$ cat src/fpv_pkg.sv
// Types, constants and helper functions for the first-person view matrix unit.
`timescale 1ns / 1ps
package fpv_pkg;

  localparam int MA_W  = 18;
  localparam int MB_W  = 34;
  localparam int ACC_W = 52;

  localparam logic [15:0] QUARTER_TURN = 16'd16384;
  localparam logic [15:0] SENS_RESET   = 16'd256;
  localparam logic signed [ACC_W-1:0] PITCH_MAX = 52'sd16382;
  localparam logic signed [ACC_W-1:0] PITCH_MIN = -52'sd16382;
  localparam logic signed [MB_W-1:0]  POLY_A = 34'sd51472;
  localparam logic signed [MB_W-1:0]  POLY_B = 34'sd21024;
  localparam logic signed [MB_W-1:0]  POLY_C = 34'sd2320;
  localparam logic [16:0] QUAD_ONE = 17'd32768;

  typedef enum logic [0:0] {ST_IDLE, ST_RUN} state_e;

  typedef enum logic [5:0] {
    SQ_DYAW, SQ_DPITCH,
    SQ_SY_SQ, SQ_SY_C, SQ_SY_B, SQ_SY_A,
    SQ_CY_SQ, SQ_CY_C, SQ_CY_B, SQ_CY_A,
    SQ_SP_SQ, SQ_SP_C, SQ_SP_B, SQ_SP_A,
    SQ_CP_SQ, SQ_CP_C, SQ_CP_B, SQ_CP_A,
    SQ_CP_GET, SQ_FX, SQ_FZ, SQ_UX, SQ_UY0, SQ_UY1, SQ_UZ,
    SQ_TX0, SQ_TX1, SQ_TY0, SQ_TY1, SQ_TY2, SQ_TZ0, SQ_TZ1, SQ_TZ2, SQ_END
  } step_e;

  typedef struct packed {
    logic en;
    logic clr;
  } mac_op_t;

  typedef struct packed {
    logic signed [15:0] side_x;
    logic signed [15:0] side_z;
    logic signed [15:0] upv_x;
    logic signed [15:0] upv_y;
    logic signed [15:0] upv_z;
    logic signed [15:0] back_x;
    logic signed [15:0] back_y;
    logic signed [15:0] back_z;
    logic signed [31:0] trans_x;
    logic signed [31:0] trans_y;
    logic signed [31:0] trans_z;
  } res_t;

  // fraction within the quadrant, Q15, 0..32768
  function automatic logic [16:0] quad_x(input logic [15:0] a);
    logic [16:0] x0;
    x0 = {2'b00, a[13:0], 1'b0};
    return a[14] ? (QUAD_ONE - x0) : x0;
  endfunction

  function automatic logic signed [15:0] sat16(input logic signed [ACC_W-1:0] v);
    if (v < -52'sd32768) return 16'sh8000;
    if (v > 52'sd32767) return 16'sh7fff;
    return v[15:0];
  endfunction

  function automatic logic signed [31:0] dot_sat(input logic signed [ACC_W-1:0] sum,
                                                 input logic neg);
    logic signed [ACC_W-1:0] v;
    v = sum >>> 15;
    if (neg) v = -v;
    if (v < -52'sd2147483648) return 32'sh80000000;
    if (v > 52'sd2147483647) return 32'sh7fffffff;
    return v[31:0];
  endfunction

endpackage

$ cat src/fpv_in_if.sv
// Input channel: camera entity update request.
`timescale 1ns / 1ps
interface fpv_in_if;
  logic               valid;
  logic               ready;
  logic [3:0]         entity_index;
  logic signed [15:0] mouse_dx;
  logic signed [15:0] mouse_dy;
  logic signed [31:0] pos_x;
  logic signed [31:0] pos_y;
  logic signed [31:0] pos_z;
  logic [30:0]        height_scale;

  modport source (output valid, entity_index, mouse_dx, mouse_dy, pos_x, pos_y, pos_z,
                  height_scale, input ready);
  modport sink (input valid, entity_index, mouse_dx, mouse_dy, pos_x, pos_y, pos_z,
                height_scale, output ready);
endinterface

$ cat src/fpv_out_if.sv
// Output channel: view matrix rows and translation.
`timescale 1ns / 1ps
interface fpv_out_if;
  logic               valid;
  logic               ready;
  logic signed [15:0] side_x;
  logic signed [15:0] side_z;
  logic signed [15:0] upv_x;
  logic signed [15:0] upv_y;
  logic signed [15:0] upv_z;
  logic signed [15:0] back_x;
  logic signed [15:0] back_y;
  logic signed [15:0] back_z;
  logic signed [31:0] trans_x;
  logic signed [31:0] trans_y;
  logic signed [31:0] trans_z;

  modport source (output valid, side_x, side_z, upv_x, upv_y, upv_z, back_x, back_y, back_z,
                  trans_x, trans_y, trans_z, input ready);
  modport sink (input valid, side_x, side_z, upv_x, upv_y, upv_z, back_x, back_y, back_z,
                trans_x, trans_y, trans_z, output ready);
endinterface

$ cat src/fpv_mac.sv
// Shared multiply-accumulate unit used by the view matrix sequencer.
`timescale 1ns / 1ps
module fpv_mac (
  input  logic                                clk_i,
  input  fpv_pkg::mac_op_t                    op_i,
  input  logic signed [fpv_pkg::MA_W-1:0]     a_i,
  input  logic signed [fpv_pkg::MB_W-1:0]     b_i,
  output logic signed [fpv_pkg::ACC_W-1:0]    acc_o
);
  import fpv_pkg::*;

  logic signed [ACC_W-1:0] prod;
  logic signed [ACC_W-1:0] acc_d, acc_q;

  assign prod  = ACC_W'(a_i) * ACC_W'(b_i);
  assign acc_d = op_i.clr ? prod : (acc_q + prod);

  always_ff @(posedge clk_i) begin
    if (op_i.en) begin
      acc_q <= acc_d;
    end
  end

  assign acc_o = acc_q;

endmodule

$ cat src/first_person_view_matrix_unit.sv
// Top level: first-person camera view matrix with per-entity yaw/pitch state.
//
//  channel   dir   handshake        payload
//  in_ch     in    valid/ready      entity_index, mouse_dx/dy, pos_x/y/z, height_scale
//  out_ch    out   valid/ready      side, upv, back rows (Q1.15), trans_x/y/z (Q16.16)
//  cfg       in    cfg_we_i         look_sensitivity (Q8.8)
//
// An item is accepted, then runs through 34 sequencer steps; 32 of the steps
// pass a product through the shared 18x34 multiply-accumulate unit.
// Reset clears the sequencer, output valid and the angle valid bits, and sets the
// sensitivity to 1.0. Angles live in a small memory; an entry whose valid bit is clear
// reads as zero. A finished result waits in the output register; the next item is taken
// meanwhile and only its last step stalls while that register is still full.
`timescale 1ns / 1ps
module first_person_view_matrix_unit #(
  parameter int MAX_CAMERAS = 16
) (
  input  logic        clk_i,
  input  logic        rst_ni,
  input  logic        cfg_we_i,
  input  logic [15:0] cfg_wdata_i,
  fpv_in_if.sink      in_ch,
  fpv_out_if.source   out_ch
);
  import fpv_pkg::*;

  localparam int IW   = (MAX_CAMERAS > 1) ? $clog2(MAX_CAMERAS) : 1;
  localparam int NIDX = 16;

  state_e state_q, state_d;
  step_e  step_q, step_d;

  logic [15:0] sens_q;
  logic [MAX_CAMERAS-1:0] vld_q;
  logic [31:0] ang_mem [MAX_CAMERAS];
  logic [31:0] rd_q;

  logic [IW-1:0] idx_lut [NIDX];
  logic [IW-1:0] in_idx, idx_q;

  logic signed [15:0] dx_q, dy_q;
  logic signed [31:0] px_q, pz_q;
  logic signed [32:0] ey_q;

  logic [15:0] yaw_q, yaw_d, pitch_q, pitch_d, yaw_c, pitch_c;
  logic [15:0] old_yaw, old_pitch, pitch_new;
  logic signed [ACC_W-1:0] acc, sh8, sh15, p_sum;

  logic [16:0] x2_q, x2_d;
  logic signed [MA_W-1:0] sy_q, sy_d, cy_q, cy_d, sp_q, sp_d, cp_q, cp_d;
  logic signed [MA_W-1:0] r_pos, r_neg, m1_q, m1_d;
  logic signed [15:0] fx_q, fx_d, fy_q, fy_d, fz_q, fz_d, sx_q, sx_d, sz_q, sz_d;
  logic signed [15:0] ux_q, ux_d, uy_q, uy_d, uz_q, uz_d;
  logic signed [31:0] tx_q, tx_d, ty_q, ty_d;

  logic [15:0] ang;
  logic [16:0] x_cur;
  mac_op_t mac_op;
  logic signed [MA_W-1:0] mac_a;
  logic signed [MB_W-1:0] mac_b;

  logic in_acc, mem_we, out_free, out_load;
  res_t res_q, res_d;

  for (genvar v = 0; v < NIDX; v++) begin : g_idx
    assign idx_lut[v] = IW'(v % MAX_CAMERAS);
  end

  assign in_idx   = idx_lut[in_ch.entity_index];
  assign in_ch.ready = (state_q == ST_IDLE);
  assign in_acc   = in_ch.valid && in_ch.ready;
  assign out_free = !out_ch.valid || out_ch.ready;

  assign old_yaw   = vld_q[idx_q] ? rd_q[31:16] : 16'd0;
  assign old_pitch = vld_q[idx_q] ? rd_q[15:0]  : 16'd0;
  assign yaw_c     = yaw_q + QUARTER_TURN;
  assign pitch_c   = pitch_q + QUARTER_TURN;

  assign sh8   = acc >>> 8;
  assign sh15  = acc >>> 15;
  assign r_pos = sh15[MA_W-1:0];
  assign r_neg = -r_pos;
  assign p_sum = ACC_W'($signed(old_pitch)) + sh8;
  assign pitch_new = (p_sum > PITCH_MAX) ? PITCH_MAX[15:0] :
                     (p_sum < PITCH_MIN) ? PITCH_MIN[15:0] : p_sum[15:0];

  fpv_mac u_mac (
    .clk_i (clk_i),
    .op_i  (mac_op),
    .a_i   (mac_a),
    .b_i   (mac_b),
    .acc_o (acc)
  );

  always_comb begin
    case (step_q)
      SQ_SY_SQ, SQ_SY_C, SQ_SY_B, SQ_SY_A: ang = yaw_q;
      SQ_CY_SQ, SQ_CY_C, SQ_CY_B, SQ_CY_A: ang = yaw_c;
      SQ_SP_SQ, SQ_SP_C, SQ_SP_B, SQ_SP_A: ang = pitch_q;
      default:                             ang = pitch_c;
    endcase
  end

  assign x_cur = quad_x(ang);

  always_comb begin
    state_d  = state_q;
    step_d   = step_q;
    yaw_d    = yaw_q;
    pitch_d  = pitch_q;
    x2_d     = x2_q;
    sy_d     = sy_q;
    cy_d     = cy_q;
    sp_d     = sp_q;
    cp_d     = cp_q;
    m1_d     = m1_q;
    fx_d     = fx_q;
    fy_d     = fy_q;
    fz_d     = fz_q;
    sx_d     = sx_q;
    sz_d     = sz_q;
    ux_d     = ux_q;
    uy_d     = uy_q;
    uz_d     = uz_q;
    tx_d     = tx_q;
    ty_d     = ty_q;
    mac_op   = '{en: 1'b0, clr: 1'b1};
    mac_a    = '0;
    mac_b    = '0;
    mem_we   = 1'b0;
    out_load = 1'b0;
    res_d    = res_q;

    case (state_q)
      ST_IDLE: begin
        if (in_acc) begin
          state_d = ST_RUN;
          step_d  = SQ_DYAW;
        end
      end
      ST_RUN: begin
        if (step_q != SQ_END) begin
          step_d = step_e'(step_q + 6'd1);
        end
        case (step_q)
          SQ_DYAW: begin
            mac_op = '{en: 1'b1, clr: 1'b1};
            mac_a  = MA_W'(dx_q);
            mac_b  = MB_W'(sens_q);
          end
          SQ_DPITCH: begin
            yaw_d  = old_yaw + sh8[15:0];
            mac_op = '{en: 1'b1, clr: 1'b1};
            mac_a  = MA_W'(dy_q);
            mac_b  = MB_W'(sens_q);
          end
          SQ_SY_SQ, SQ_CY_SQ, SQ_SP_SQ, SQ_CP_SQ: begin
            case (step_q)
              SQ_SY_SQ: begin
                pitch_d = pitch_new;
                mem_we  = 1'b1;
              end
              SQ_CY_SQ: sy_d = yaw_q[15] ? r_neg : r_pos;
              SQ_SP_SQ: cy_d = yaw_c[15] ? r_neg : r_pos;
              default:  sp_d = pitch_q[15] ? r_neg : r_pos;
            endcase
            mac_op = '{en: 1'b1, clr: 1'b1};
            mac_a  = MA_W'(x_cur);
            mac_b  = MB_W'(x_cur);
          end
          SQ_SY_C, SQ_CY_C, SQ_SP_C, SQ_CP_C: begin
            x2_d   = sh15[16:0];
            mac_op = '{en: 1'b1, clr: 1'b1};
            mac_a  = MA_W'(sh15);
            mac_b  = POLY_C;
          end
          SQ_SY_B, SQ_CY_B, SQ_SP_B, SQ_CP_B: begin
            mac_op = '{en: 1'b1, clr: 1'b1};
            mac_a  = MA_W'(x2_q);
            mac_b  = POLY_B - MB_W'(sh15);
          end
          SQ_SY_A, SQ_CY_A, SQ_SP_A, SQ_CP_A: begin
            mac_op = '{en: 1'b1, clr: 1'b1};
            mac_a  = MA_W'(x_cur);
            mac_b  = POLY_A - MB_W'(sh15);
          end
          SQ_CP_GET: begin
            cp_d = pitch_c[15] ? r_neg : r_pos;
          end
          SQ_FX: begin
            fy_d   = sat16(ACC_W'(sp_q));
            sx_d   = sat16(-ACC_W'(sy_q));
            sz_d   = sat16(ACC_W'(cy_q));
            mac_op = '{en: 1'b1, clr: 1'b1};
            mac_a  = cy_q;
            mac_b  = MB_W'(cp_q);
          end
          SQ_FZ: begin
            fx_d   = sat16(sh15);
            mac_op = '{en: 1'b1, clr: 1'b1};
            mac_a  = sy_q;
            mac_b  = MB_W'(cp_q);
          end
          SQ_UX: begin
            fz_d   = sat16(sh15);
            mac_op = '{en: 1'b1, clr: 1'b1};
            mac_a  = MA_W'(sz_q);
            mac_b  = MB_W'(fy_q);
          end
          SQ_UY0: begin
            ux_d   = sat16(-sh15);
            mac_op = '{en: 1'b1, clr: 1'b1};
            mac_a  = MA_W'(sz_q);
            mac_b  = MB_W'(fx_q);
          end
          SQ_UY1: begin
            m1_d   = sh15[MA_W-1:0];
            mac_op = '{en: 1'b1, clr: 1'b1};
            mac_a  = MA_W'(sx_q);
            mac_b  = MB_W'(fz_q);
          end
          SQ_UZ: begin
            uy_d   = sat16(ACC_W'(m1_q) - sh15);
            mac_op = '{en: 1'b1, clr: 1'b1};
            mac_a  = MA_W'(sx_q);
            mac_b  = MB_W'(fy_q);
          end
          SQ_TX0: begin
            uz_d   = sat16(sh15);
            mac_op = '{en: 1'b1, clr: 1'b1};
            mac_a  = MA_W'(sx_q);
            mac_b  = MB_W'(px_q);
          end
          SQ_TX1: begin
            mac_op = '{en: 1'b1, clr: 1'b0};
            mac_a  = MA_W'(sz_q);
            mac_b  = MB_W'(pz_q);
          end
          SQ_TY0: begin
            tx_d   = dot_sat(acc, 1'b1);
            mac_op = '{en: 1'b1, clr: 1'b1};
            mac_a  = MA_W'(ux_q);
            mac_b  = MB_W'(px_q);
          end
          SQ_TY1: begin
            mac_op = '{en: 1'b1, clr: 1'b0};
            mac_a  = MA_W'(uy_q);
            mac_b  = MB_W'(ey_q);
          end
          SQ_TY2: begin
            mac_op = '{en: 1'b1, clr: 1'b0};
            mac_a  = MA_W'(uz_q);
            mac_b  = MB_W'(pz_q);
          end
          SQ_TZ0: begin
            ty_d   = dot_sat(acc, 1'b1);
            mac_op = '{en: 1'b1, clr: 1'b1};
            mac_a  = MA_W'(fx_q);
            mac_b  = MB_W'(px_q);
          end
          SQ_TZ1: begin
            mac_op = '{en: 1'b1, clr: 1'b0};
            mac_a  = MA_W'(fy_q);
            mac_b  = MB_W'(ey_q);
          end
          SQ_TZ2: begin
            mac_op = '{en: 1'b1, clr: 1'b0};
            mac_a  = MA_W'(fz_q);
            mac_b  = MB_W'(pz_q);
          end
          SQ_END: begin
            if (out_free) begin
              out_load = 1'b1;
              state_d  = ST_IDLE;
              step_d   = SQ_DYAW;
              res_d.side_x  = sx_q;
              res_d.side_z  = sz_q;
              res_d.upv_x   = ux_q;
              res_d.upv_y   = uy_q;
              res_d.upv_z   = uz_q;
              res_d.back_x  = sat16(-ACC_W'(fx_q));
              res_d.back_y  = sat16(-ACC_W'(fy_q));
              res_d.back_z  = sat16(-ACC_W'(fz_q));
              res_d.trans_x = tx_q;
              res_d.trans_y = ty_q;
              res_d.trans_z = dot_sat(acc, 1'b0);
            end
          end
          default: begin
            step_d = SQ_END;
          end
        endcase
      end
      default: begin
        state_d = ST_IDLE;
      end
    endcase
  end

  always_ff @(posedge clk_i or negedge rst_ni) begin
    if (!rst_ni) begin
      state_q      <= ST_IDLE;
      step_q       <= SQ_DYAW;
      sens_q       <= SENS_RESET;
      vld_q        <= '0;
      out_ch.valid <= 1'b0;
    end else begin
      state_q <= state_d;
      step_q  <= step_d;
      if (cfg_we_i) begin
        sens_q <= cfg_wdata_i;
      end
      if (mem_we) begin
        vld_q[idx_q] <= 1'b1;
      end
      if (out_load) begin
        out_ch.valid <= 1'b1;
      end else if (out_ch.ready) begin
        out_ch.valid <= 1'b0;
      end
    end
  end

  always_ff @(posedge clk_i) begin
    if (mem_we) begin
      ang_mem[idx_q] <= {yaw_q, pitch_new};
    end
    if (in_acc) begin
      rd_q  <= ang_mem[in_idx];
      idx_q <= in_idx;
      dx_q  <= in_ch.mouse_dx;
      dy_q  <= in_ch.mouse_dy;
      px_q  <= in_ch.pos_x;
      pz_q  <= in_ch.pos_z;
      ey_q  <= 33'(in_ch.pos_y) + 33'(in_ch.height_scale >> 2);
    end
  end

  always_ff @(posedge clk_i) begin
    yaw_q   <= yaw_d;
    pitch_q <= pitch_d;
    x2_q    <= x2_d;
    sy_q    <= sy_d;
    cy_q    <= cy_d;
    sp_q    <= sp_d;
    cp_q    <= cp_d;
    m1_q    <= m1_d;
    fx_q    <= fx_d;
    fy_q    <= fy_d;
    fz_q    <= fz_d;
    sx_q    <= sx_d;
    sz_q    <= sz_d;
    ux_q    <= ux_d;
    uy_q    <= uy_d;
    uz_q    <= uz_d;
    tx_q    <= tx_d;
    ty_q    <= ty_d;
    res_q   <= res_d;
  end

  assign out_ch.side_x  = res_q.side_x;
  assign out_ch.side_z  = res_q.side_z;
  assign out_ch.upv_x   = res_q.upv_x;
  assign out_ch.upv_y   = res_q.upv_y;
  assign out_ch.upv_z   = res_q.upv_z;
  assign out_ch.back_x  = res_q.back_x;
  assign out_ch.back_y  = res_q.back_y;
  assign out_ch.back_z  = res_q.back_z;
  assign out_ch.trans_x = res_q.trans_x;
  assign out_ch.trans_y = res_q.trans_y;
  assign out_ch.trans_z = res_q.trans_z;

  a_start: assert property (@(posedge clk_i) disable iff (!rst_ni)
    in_acc |=> (state_q == ST_RUN && step_q == SQ_DYAW))
    else $error("sequencer did not start after input transfer");

  a_pitch: assert property (@(posedge clk_i) disable iff (!rst_ni)
    mem_we |-> ($signed(pitch_new) <= 16'sd16382 && $signed(pitch_new) >= -16'sd16382))
    else $error("stored pitch outside limit");

  a_hold: assert property (@(posedge clk_i) disable iff (!rst_ni)
    (state_q == ST_RUN && step_q == SQ_END && !out_free)
      |=> (state_q == ST_RUN && step_q == SQ_END))
    else $error("result dropped while output register full");

endmodule
$ cat src/flat_wrapper.sv
// flat-port wrapper written by rule: the top's interface ports become plain ports
module first_person_view_matrix_unit_flat import fpv_pkg::*;
#(
  parameter int MAX_CAMERAS = 16
)
  (clk_i, rst_ni, cfg_we_i, cfg_wdata_i, in_ch_valid, in_ch_entity_index, in_ch_mouse_dx, in_ch_mouse_dy, in_ch_pos_x, in_ch_pos_y, in_ch_pos_z, in_ch_height_scale, in_ch_ready, out_ch_valid, out_ch_side_x, out_ch_side_z, out_ch_upv_x, out_ch_upv_y, out_ch_upv_z, out_ch_back_x, out_ch_back_y, out_ch_back_z, out_ch_trans_x, out_ch_trans_y, out_ch_trans_z, out_ch_ready);
  fpv_in_if in_ch_i ();
  fpv_out_if out_ch_i ();
  input  logic clk_i;
  input  logic rst_ni;
  input  logic cfg_we_i;
  input  logic [15:0] cfg_wdata_i;
  input wire logic [$bits(in_ch_i.valid)-1:0] in_ch_valid;
  input wire logic [$bits(in_ch_i.entity_index)-1:0] in_ch_entity_index;
  input wire logic [$bits(in_ch_i.mouse_dx)-1:0] in_ch_mouse_dx;
  input wire logic [$bits(in_ch_i.mouse_dy)-1:0] in_ch_mouse_dy;
  input wire logic [$bits(in_ch_i.pos_x)-1:0] in_ch_pos_x;
  input wire logic [$bits(in_ch_i.pos_y)-1:0] in_ch_pos_y;
  input wire logic [$bits(in_ch_i.pos_z)-1:0] in_ch_pos_z;
  input wire logic [$bits(in_ch_i.height_scale)-1:0] in_ch_height_scale;
  output wire logic [$bits(in_ch_i.ready)-1:0] in_ch_ready;
  output wire logic [$bits(out_ch_i.valid)-1:0] out_ch_valid;
  output wire logic [$bits(out_ch_i.side_x)-1:0] out_ch_side_x;
  output wire logic [$bits(out_ch_i.side_z)-1:0] out_ch_side_z;
  output wire logic [$bits(out_ch_i.upv_x)-1:0] out_ch_upv_x;
  output wire logic [$bits(out_ch_i.upv_y)-1:0] out_ch_upv_y;
  output wire logic [$bits(out_ch_i.upv_z)-1:0] out_ch_upv_z;
  output wire logic [$bits(out_ch_i.back_x)-1:0] out_ch_back_x;
  output wire logic [$bits(out_ch_i.back_y)-1:0] out_ch_back_y;
  output wire logic [$bits(out_ch_i.back_z)-1:0] out_ch_back_z;
  output wire logic [$bits(out_ch_i.trans_x)-1:0] out_ch_trans_x;
  output wire logic [$bits(out_ch_i.trans_y)-1:0] out_ch_trans_y;
  output wire logic [$bits(out_ch_i.trans_z)-1:0] out_ch_trans_z;
  input wire logic [$bits(out_ch_i.ready)-1:0] out_ch_ready;
  assign in_ch_i.valid = in_ch_valid;
  assign in_ch_i.entity_index = in_ch_entity_index;
  assign in_ch_i.mouse_dx = in_ch_mouse_dx;
  assign in_ch_i.mouse_dy = in_ch_mouse_dy;
  assign in_ch_i.pos_x = in_ch_pos_x;
  assign in_ch_i.pos_y = in_ch_pos_y;
  assign in_ch_i.pos_z = in_ch_pos_z;
  assign in_ch_i.height_scale = in_ch_height_scale;
  assign in_ch_ready = in_ch_i.ready;
  assign out_ch_valid = out_ch_i.valid;
  assign out_ch_side_x = out_ch_i.side_x;
  assign out_ch_side_z = out_ch_i.side_z;
  assign out_ch_upv_x = out_ch_i.upv_x;
  assign out_ch_upv_y = out_ch_i.upv_y;
  assign out_ch_upv_z = out_ch_i.upv_z;
  assign out_ch_back_x = out_ch_i.back_x;
  assign out_ch_back_y = out_ch_i.back_y;
  assign out_ch_back_z = out_ch_i.back_z;
  assign out_ch_trans_x = out_ch_i.trans_x;
  assign out_ch_trans_y = out_ch_i.trans_y;
  assign out_ch_trans_z = out_ch_i.trans_z;
  assign out_ch_i.ready = out_ch_ready;
  first_person_view_matrix_unit #(.MAX_CAMERAS(MAX_CAMERAS)) u_core (.clk_i(clk_i), .rst_ni(rst_ni), .cfg_we_i(cfg_we_i), .cfg_wdata_i(cfg_wdata_i), .in_ch(in_ch_i), .out_ch(out_ch_i));
endmodule
$ cat config.mk
export PLATFORM = sky130hd
export DESIGN_NAME = first_person_view_matrix_unit_flat
export DESIGN_NICKNAME = d
export VERILOG_FILES = /design/src/fpv_pkg.sv /design/src/fpv_in_if.sv /design/src/fpv_out_if.sv /design/src/fpv_mac.sv /design/src/first_person_view_matrix_unit.sv /design/src/flat_wrapper.sv
export SDC_FILE = /design/constraint.sdc
export NUM_CORES = 2
export LEC_CHECK = 0
export BUFFER_PORTS_ARGS = -buffer_cell sky130_fd_sc_hd__buf_2
export CAP_MARGIN = 15
export CORE_MARGIN = 4
export CORE_UTILIZATION = 49
export DETAILED_ROUTE_END_ITERATION = 10
export HOLD_SLACK_MARGIN = 0.05
export PLACE_DENSITY_LB_ADDON = 0.05
export SLEW_MARGIN = 10
export SYNTH_ARGS = -nofsm -noshare
export SYNTH_HDL_FRONTEND = slang
export SYNTH_SLANG_ARGS = --single-unit
$ cat constraint.sdc
create_clock -name clk_i -period 40.6 [get_ports clk_i]
set_clock_uncertainty 0.05 [all_clocks]
set_input_delay 8.12 -clock clk_i [delete_from_list [all_inputs] [get_ports clk_i]]
set_output_delay 8.12 -clock clk_i [all_outputs]
set_load 0.02 [all_outputs]
# Word-level counts from Yosys, hierarchy flattened
# Memory sizes are Yosys's and may differ from the RTL's. A register that Yosys moved wholly into a read port is not among the register bits.
# Cells that the tools add are included.
op_classes:
  addsub: 17
  n_mul: 1
  magnitude_cmp: 29
  n_eq_ne: 35
  muxes: 200
  n_bitwise: 4
  n_reduce_logical: 43
op_table:
  columns: ["op", "n"]
  rows:
  - ["$mux 16", 44]
  - ["$pmux 34 s12", 1]
  - ["$mux 32", 12]
  - ["$gt 52x16->1 const B", 6]
  - ["$lt 52x16->1 const B", 6]
  - ["$pmux 18 s15", 1]
  - ["$mux 52", 5]
  - ["$neg 16->52", 3]
  - ["$mux 1", 117]
  - ["$gt 52x32->1 const B", 2]
  - ["$lt 52x32->1 const B", 2]
  - ["$eq 6x5->1 const B", 16]
  - ["$mux 18", 5]
  - ["$add 52x52->52", 1]
  - ["$gt 52x15->1 const B", 1]
  - ["$lt 52x15->1 const B", 1]
  - ["$mul 18x34->52", 1]
  - ["$neg 18->52", 1]
  - ["$neg 37->52", 1]
  - ["$eq 6x4->1 const B", 8]
  - ["$add 16x44->45", 1]
  - ["$pmux 15 s3", 1]
  - ["$sub 18x37->38", 1]
  - ["$gt 37x16->1 const B", 1]
  - ["49 further kinds", 91]
word_totals:
  regBits: 780
  ram_bits: 512
  mem_bits_ro: 64
  inputBits: 184
  out_inout_bits: 226
  word_cells: 372
  mem_count: 2
memory_table:
  columns: ["name", "words", "word_bits", "rd", "rd_ports_with_merged_regs", "write_ports", "line", "source"]
  rows:
  - ["u_core.ang_mem", 16, 32, 1, 1, 1, "first_person_view_matrix_unit.sv:35", "logic [31:0] ang_mem [MAX_CAMERAS];"]
  - ["(no name shown)", 16, 4, 1, 0, 0, "first_person_view_matrix_unit.sv:69", "assign in_idx = idx_lut[in_ch.entity_index];"]

# Depth between registers and ports, before layout
depth:
  ltp_word: 12
  depth_mapped: 55
  depth_no_buf: 51

# Cells and area by module
# A second synthesis with hierarchy kept.
hier_totals:
  cells_unflattened: 7374
  hier_area_um2: 85887.4
by_module_without_submodules:
  columns: ["mod", "instances", "cells_per_inst", "area_per_inst_um2", "seq_area_each_um2"]
  rows:
  - ["first_person_view_matrix_unit", 1, 4398, 59948.7, 37997.7]
  - ["fpv_mac", 1, 2976, 25938.6, 1561.5]

# Least setup slack after synthesis
# OpenSTA, ideal clock, no wires.
synth_path:
  path_kind: "input-to-reg"
  startpoint: "input in_ch_valid"
  endpoint: "register u_core.dx_q[0], enable pin"
  arrival_ps: 15249
  required_ps: 39842
  setup_slack_ps: 24593
  cell_stages: 1
  path_buffers: 0
  path_cell_list: "nor2b_1"
synth_between:
  elab_chain_len: 1
synth_lines:
  columns: ["element", "line", "source"]
  rows:
  - ["from (decl)", "flat_wrapper.sv:13", "input wire logic [$bits(in_ch_i.valid)-1:0] in_ch_valid;"]
  - ["$logic_and 1x1->1", "first_person_view_matrix_unit.sv:71", "assign in_acc = in_ch.valid && in_ch.ready;"]
  - ["to (signal assigned)", "first_person_view_matrix_unit.sv:331", "dx_q <= in_ch.mouse_dx;"]
  - ["to (decl)", "first_person_view_matrix_unit.sv:41", "logic signed [15:0] dx_q, dy_q;"]
# Every way passes these cells.
# A chain may end at the register's enable or synchronous reset.

# Worst setup path in the final report
layout_path:
  startpoint: "register u_core.step_q[1]"
  endpoint: "register u_core.u_mac.acc_q[49], in the netlist u_core.u_mac.acc_o[49], data pin"
layout_between:
  elab_chain_len: 10
  elab_cells_between_ends: 62
  classes_between: "add/sub: 2; mul: 1; eq/ne: 31; mux: 9; reduce/logical: 19"
layout_lines:
  columns: ["element", "line", "source"]
  rows:
  - ["from (decl)", "first_person_view_matrix_unit.sv:31", "step_e step_q, step_d;"]
  - ["from (signal assigned)", "first_person_view_matrix_unit.sv:309", "step_q <= step_d;"]
  - ["$eq 6x4->1 (tied with other cells)", "first_person_view_matrix_unit.sv:96, first_person_view_matrix_unit.sv:145", null]
  - ["$reduce_or 4->1", "first_person_view_matrix_unit.sv:96", "case (step_q)"]
  - ["$pmux 15 s3", "first_person_view_matrix_unit.sv:96", null]
  - ["$sub 16x15->17", "fpv_pkg.sv:53", "return a[14] ? (QUAD_ONE - x0) : x0;"]
  - ["$mux 17", "fpv_pkg.sv:53", null]
  - ["$pmux 18 s15 / $pmux 34 s12 (equally long branches)", "first_person_view_matrix_unit.sv:145", "case (step_q)"]
  - ["$mux 18 / $mux 34 (equally long branches)", "first_person_view_matrix_unit.sv:134", "case (state_q)"]
  - ["$mul 18x34->52", "fpv_mac.sv:15", "assign prod = ACC_W'(a_i) * ACC_W'(b_i);"]
  - ["$add 52x52->52", "fpv_mac.sv:16", "assign acc_d = op_i.clr ? prod : (acc_q + prod);"]
  - ["$mux 52 *", "fpv_mac.sv:16", null]
  - ["via u_core.u_mac.acc_d[49]", "fpv_mac.sv:13", "logic signed [ACC_W-1:0] acc_d, acc_q;"]
  - ["to (signal assigned)", "fpv_mac.sv:20", "acc_q <= acc_d;"]
  - ["to (decl)", "fpv_mac.sv:13", null]
# Mark *: on every way through the listed nets, which the timed path passes. The rest lies on a longest branch.

==> impl_metrics.tcl <==
set metrics [dict create \
    path_class "register to register" \
    syn_nets 8556 \
    worstPathRequired_ns 41.10 \
    start_util 0.495 \
    place.port_buffers 407 \
    antenna_left 0 \
    ys_async_sr_fraction 0.0302 \
    grt_first_pass_wirelength_um 431000 \
    grtUsageMet3 0.0690 \
    critPathLaunch "u_core.step_q[1]" \
    setup_tns_ns 0 \
    power_density_nw_per_um2 82.1 \
    gp_congestion 0.955 \
    io_pins 410 \
    ys_warn_count 0 \
    largest_register "u_core.ang_mem" \
    hold_class "register to register" \
    dp.cells 10000 \
    layout_min_cycle_time_ns 15.68 \
    synth_edf_count 1284 \
    worst-path-buf-inv 8 \
    grt_remaining_overflow 0 \
    dieWidth_um 428 \
    cts_setup_buffers 0 \
    critPathLaunchType "register" \
    cp_slowest_cell "o21ai_1" \
    slew_headroom 0.176 \
    fin_cells 10300 \
    largest_reg_flops 512 \
    drv_slew 0 \
    cts_tree "done" \
    synth_cells 7438 \
    max_cap_viol_count 0 \
    rrSetupSlack_ns 24.92 \
    ir_drop_mv 0.0728 \
    viasPerCell 6.09 \
    final.setup.worst_slack_ns 24.92 \
    layout-drive-gt1-share 0.143 \
    rsz0062_at_grt "no" \
    area_delta_synth_final_pct 11.8 \
    antenna_found_initial 25 \
    dpl.hpwl_um 222000 \
    drc_errors 0 \
    reg2reg_to "u_core.u_mac.acc_o[49]" \
    numCtsBuffers 144 \
    wl_per_cell_um 29.0 \
    yosysSeqAreaShare 0.458 \
    critPathMaxStageDelay_ns 0.90 \
    first_pass_iters 10 \
    crit_top_cell "inv_1" \
    use_met2 0.497 \
    drtIter0Drc 6872 \
    most-common-layout-cells "edfxtp_1, inv_1, nand2_1" \
    synth-seq-cells 1324 \
    setup_viol 0 \
    clk_latency_ns 0.84 \
    worst-path-stages 50 \
    worst_slew_pin_slew_ns 1.22 \
    max_freq_mhz 63.8 \
    die_y_um 428 \
    cts_resized 0 \
    vias 62700 \
    cts_max_path_buffers 3 \
    hold_viol_final 0 \
    fill_cells 15000 \
    synth_ff_type "edfxtp_1" \
    leakage_nw 37.6 \
    avgSynthCellArea_um2 11.6 \
    critPathCaptureType "register" \
    grt_usage 0.322 \
    arrival_ns 16.18 \
    synthDistinctLibCells 96 \
    total_power_w 0.00793 \
    rr_startpoint "u_core.step_q[1]" \
    cp-endpoint "u_core.u_mac.acc_o[49]" \
    regArea_um2 39600 \
    die_area_um2 183000 \
    grt_pass1_vias 62300 \
    rows 153 \
    status "complete, no violations" \
    path_delay_family "compound AO/OA/AOI/OAI gates" \
    layout_commonest_cell "edfxtp_1" \
    critPathMaxFanout 21 \
    grt_max_degree 83 \
    num-nets-final 8951 \
    cts-root-buf "clkbuf_16" \
    ff2ff_path_depth 50 \
    multiInputGateArea_um2 42700 \
    use_met1 0.430 \
    clock_sinks 1324 \
    place_ws_ns 25.12 \
    wirelength_um 299000 \
    min_period_over_period 0.386 \
    cts-htree-levels 4 \
    top_usage_layer "met2" \
    holdBufCountCts 0 \
    core_area_um2 175000 \
    clk_pin_slew_worst_paths_ns 0.07 \
    syn-cell-area_um2 86400 \
]
## per-layer routing
metal,vias to the layer above,part of all wire
met5,-,0.00031
met4,14,0.058
met3,667,0.092
met2,3042,0.45
met1,31800,0.40
li1,27200,-
## worst reg2reg max path: cells and delay by family (launching register included)
family | cells | cell delay (ns)
flops | 1 | 0.43
mux | 1 | 0.26
xor+xnor | 3 | 0.81
fa+ha+maj | 10 | 4.52
compound gates | 18 | 6.75
buf+inv | 8 | 0.84
simple gates | 10 | 1.79
## area by class of cell
type,instances,area share
multi-input combinational,4923,0.442
sequential,1324,0.409
clock buffer,173,0.0389
timing repair buffer,592,0.0357
inverter,848,0.0330
tap,2325,0.0301
clock inverter,89,0.0105
antenna,23,0.000596
## synth_stat cells, drive strengths merged (59+ instances only)
library cell / n / share of area
edfxtp: 1284 / 0.45
inv: 843 / 0.037
nand2: 721 / 0.031
fa: 590 / 0.14
nor2: 536 / 0.023
a21oi: 345 / 0.020
ha: 344 / 0.050
clkbuf: 296 / 0.013
xnor2: 263 / 0.027
o21ai: 231 / 0.013
mux4: 165 / 0.043
a21o: 130 / 0.011
o21a: 122 / 0.011
nor3: 114 / 0.0067
nand3: 105 / 0.0061
xor2: 102 / 0.010
and2: 95 / 0.0069
a22oi: 86 / 0.0075
nand4: 81 / 0.0059
nor2b: 66 / 0.0048
nand2b: 64 / 0.0047
and3: 59 / 0.0043
## per-stage QoR
| step | util | area [um^2] | hold WS, ns |
|---|---|---|---|
| 2_1_floorplan | - | 86400 | 0.350 |
| 3_3_place_gp | 0.526 | 91800 | 0.353 |
| 3_5_place_dp | 0.526 | 91800 | 0.355 |
| 4_1_cts | 0.553 | 96500 | 0.360 |
| 5_1_grt | 0.553 | 96600 | 0.360 |
| 6_report | 0.553 | 96600 | 0.348 |
## cell families after synthesis
group	share of synthesized area
muxes	0.0480
and+or+nand+nor	0.113
adders and majority gates	0.187
AOI/OAI and AO/OA	0.105
buffers and inverters	0.0523
DFF	0.458
xor gates and xnor gates	0.0370
## report_power, final
group          leakage (nW)  switching (W)  internal, W
clock network          2.30       0.000578     0.000743
registers              12.1       0.000160      0.00189
logic                  23.3        0.00308      0.00149
## worst min path at each step
| stage | startpoint | endpoint | slack (ns) | cells past startpoint |
|---|---|---|---|---|
| 6_report | u_core.ty_q[31] | u_core.out_ch.trans_y[31] | 0.35 | 0 |
| 5_1_grt | u_core.ty_q[31] | u_core.out_ch.trans_y[31] | 0.36 | 0 |
| 4_1_cts | u_core.ty_q[31] | u_core.out_ch.trans_y[31] | 0.36 | 0 |
| 3_5_place_dp | u_core.tx_q[19] | u_core.out_ch.trans_x[19] | 0.35 | 0 |
| 3_3_place_gp | u_core.tx_q[1] | u_core.out_ch.trans_x[1] | 0.35 | 0 |
| 2_1_floorplan | u_core.tx_q[0] | u_core.out_ch.trans_x[0] | 0.35 | 0 |
Note: power is estimated with default switching activity, not from simulation.
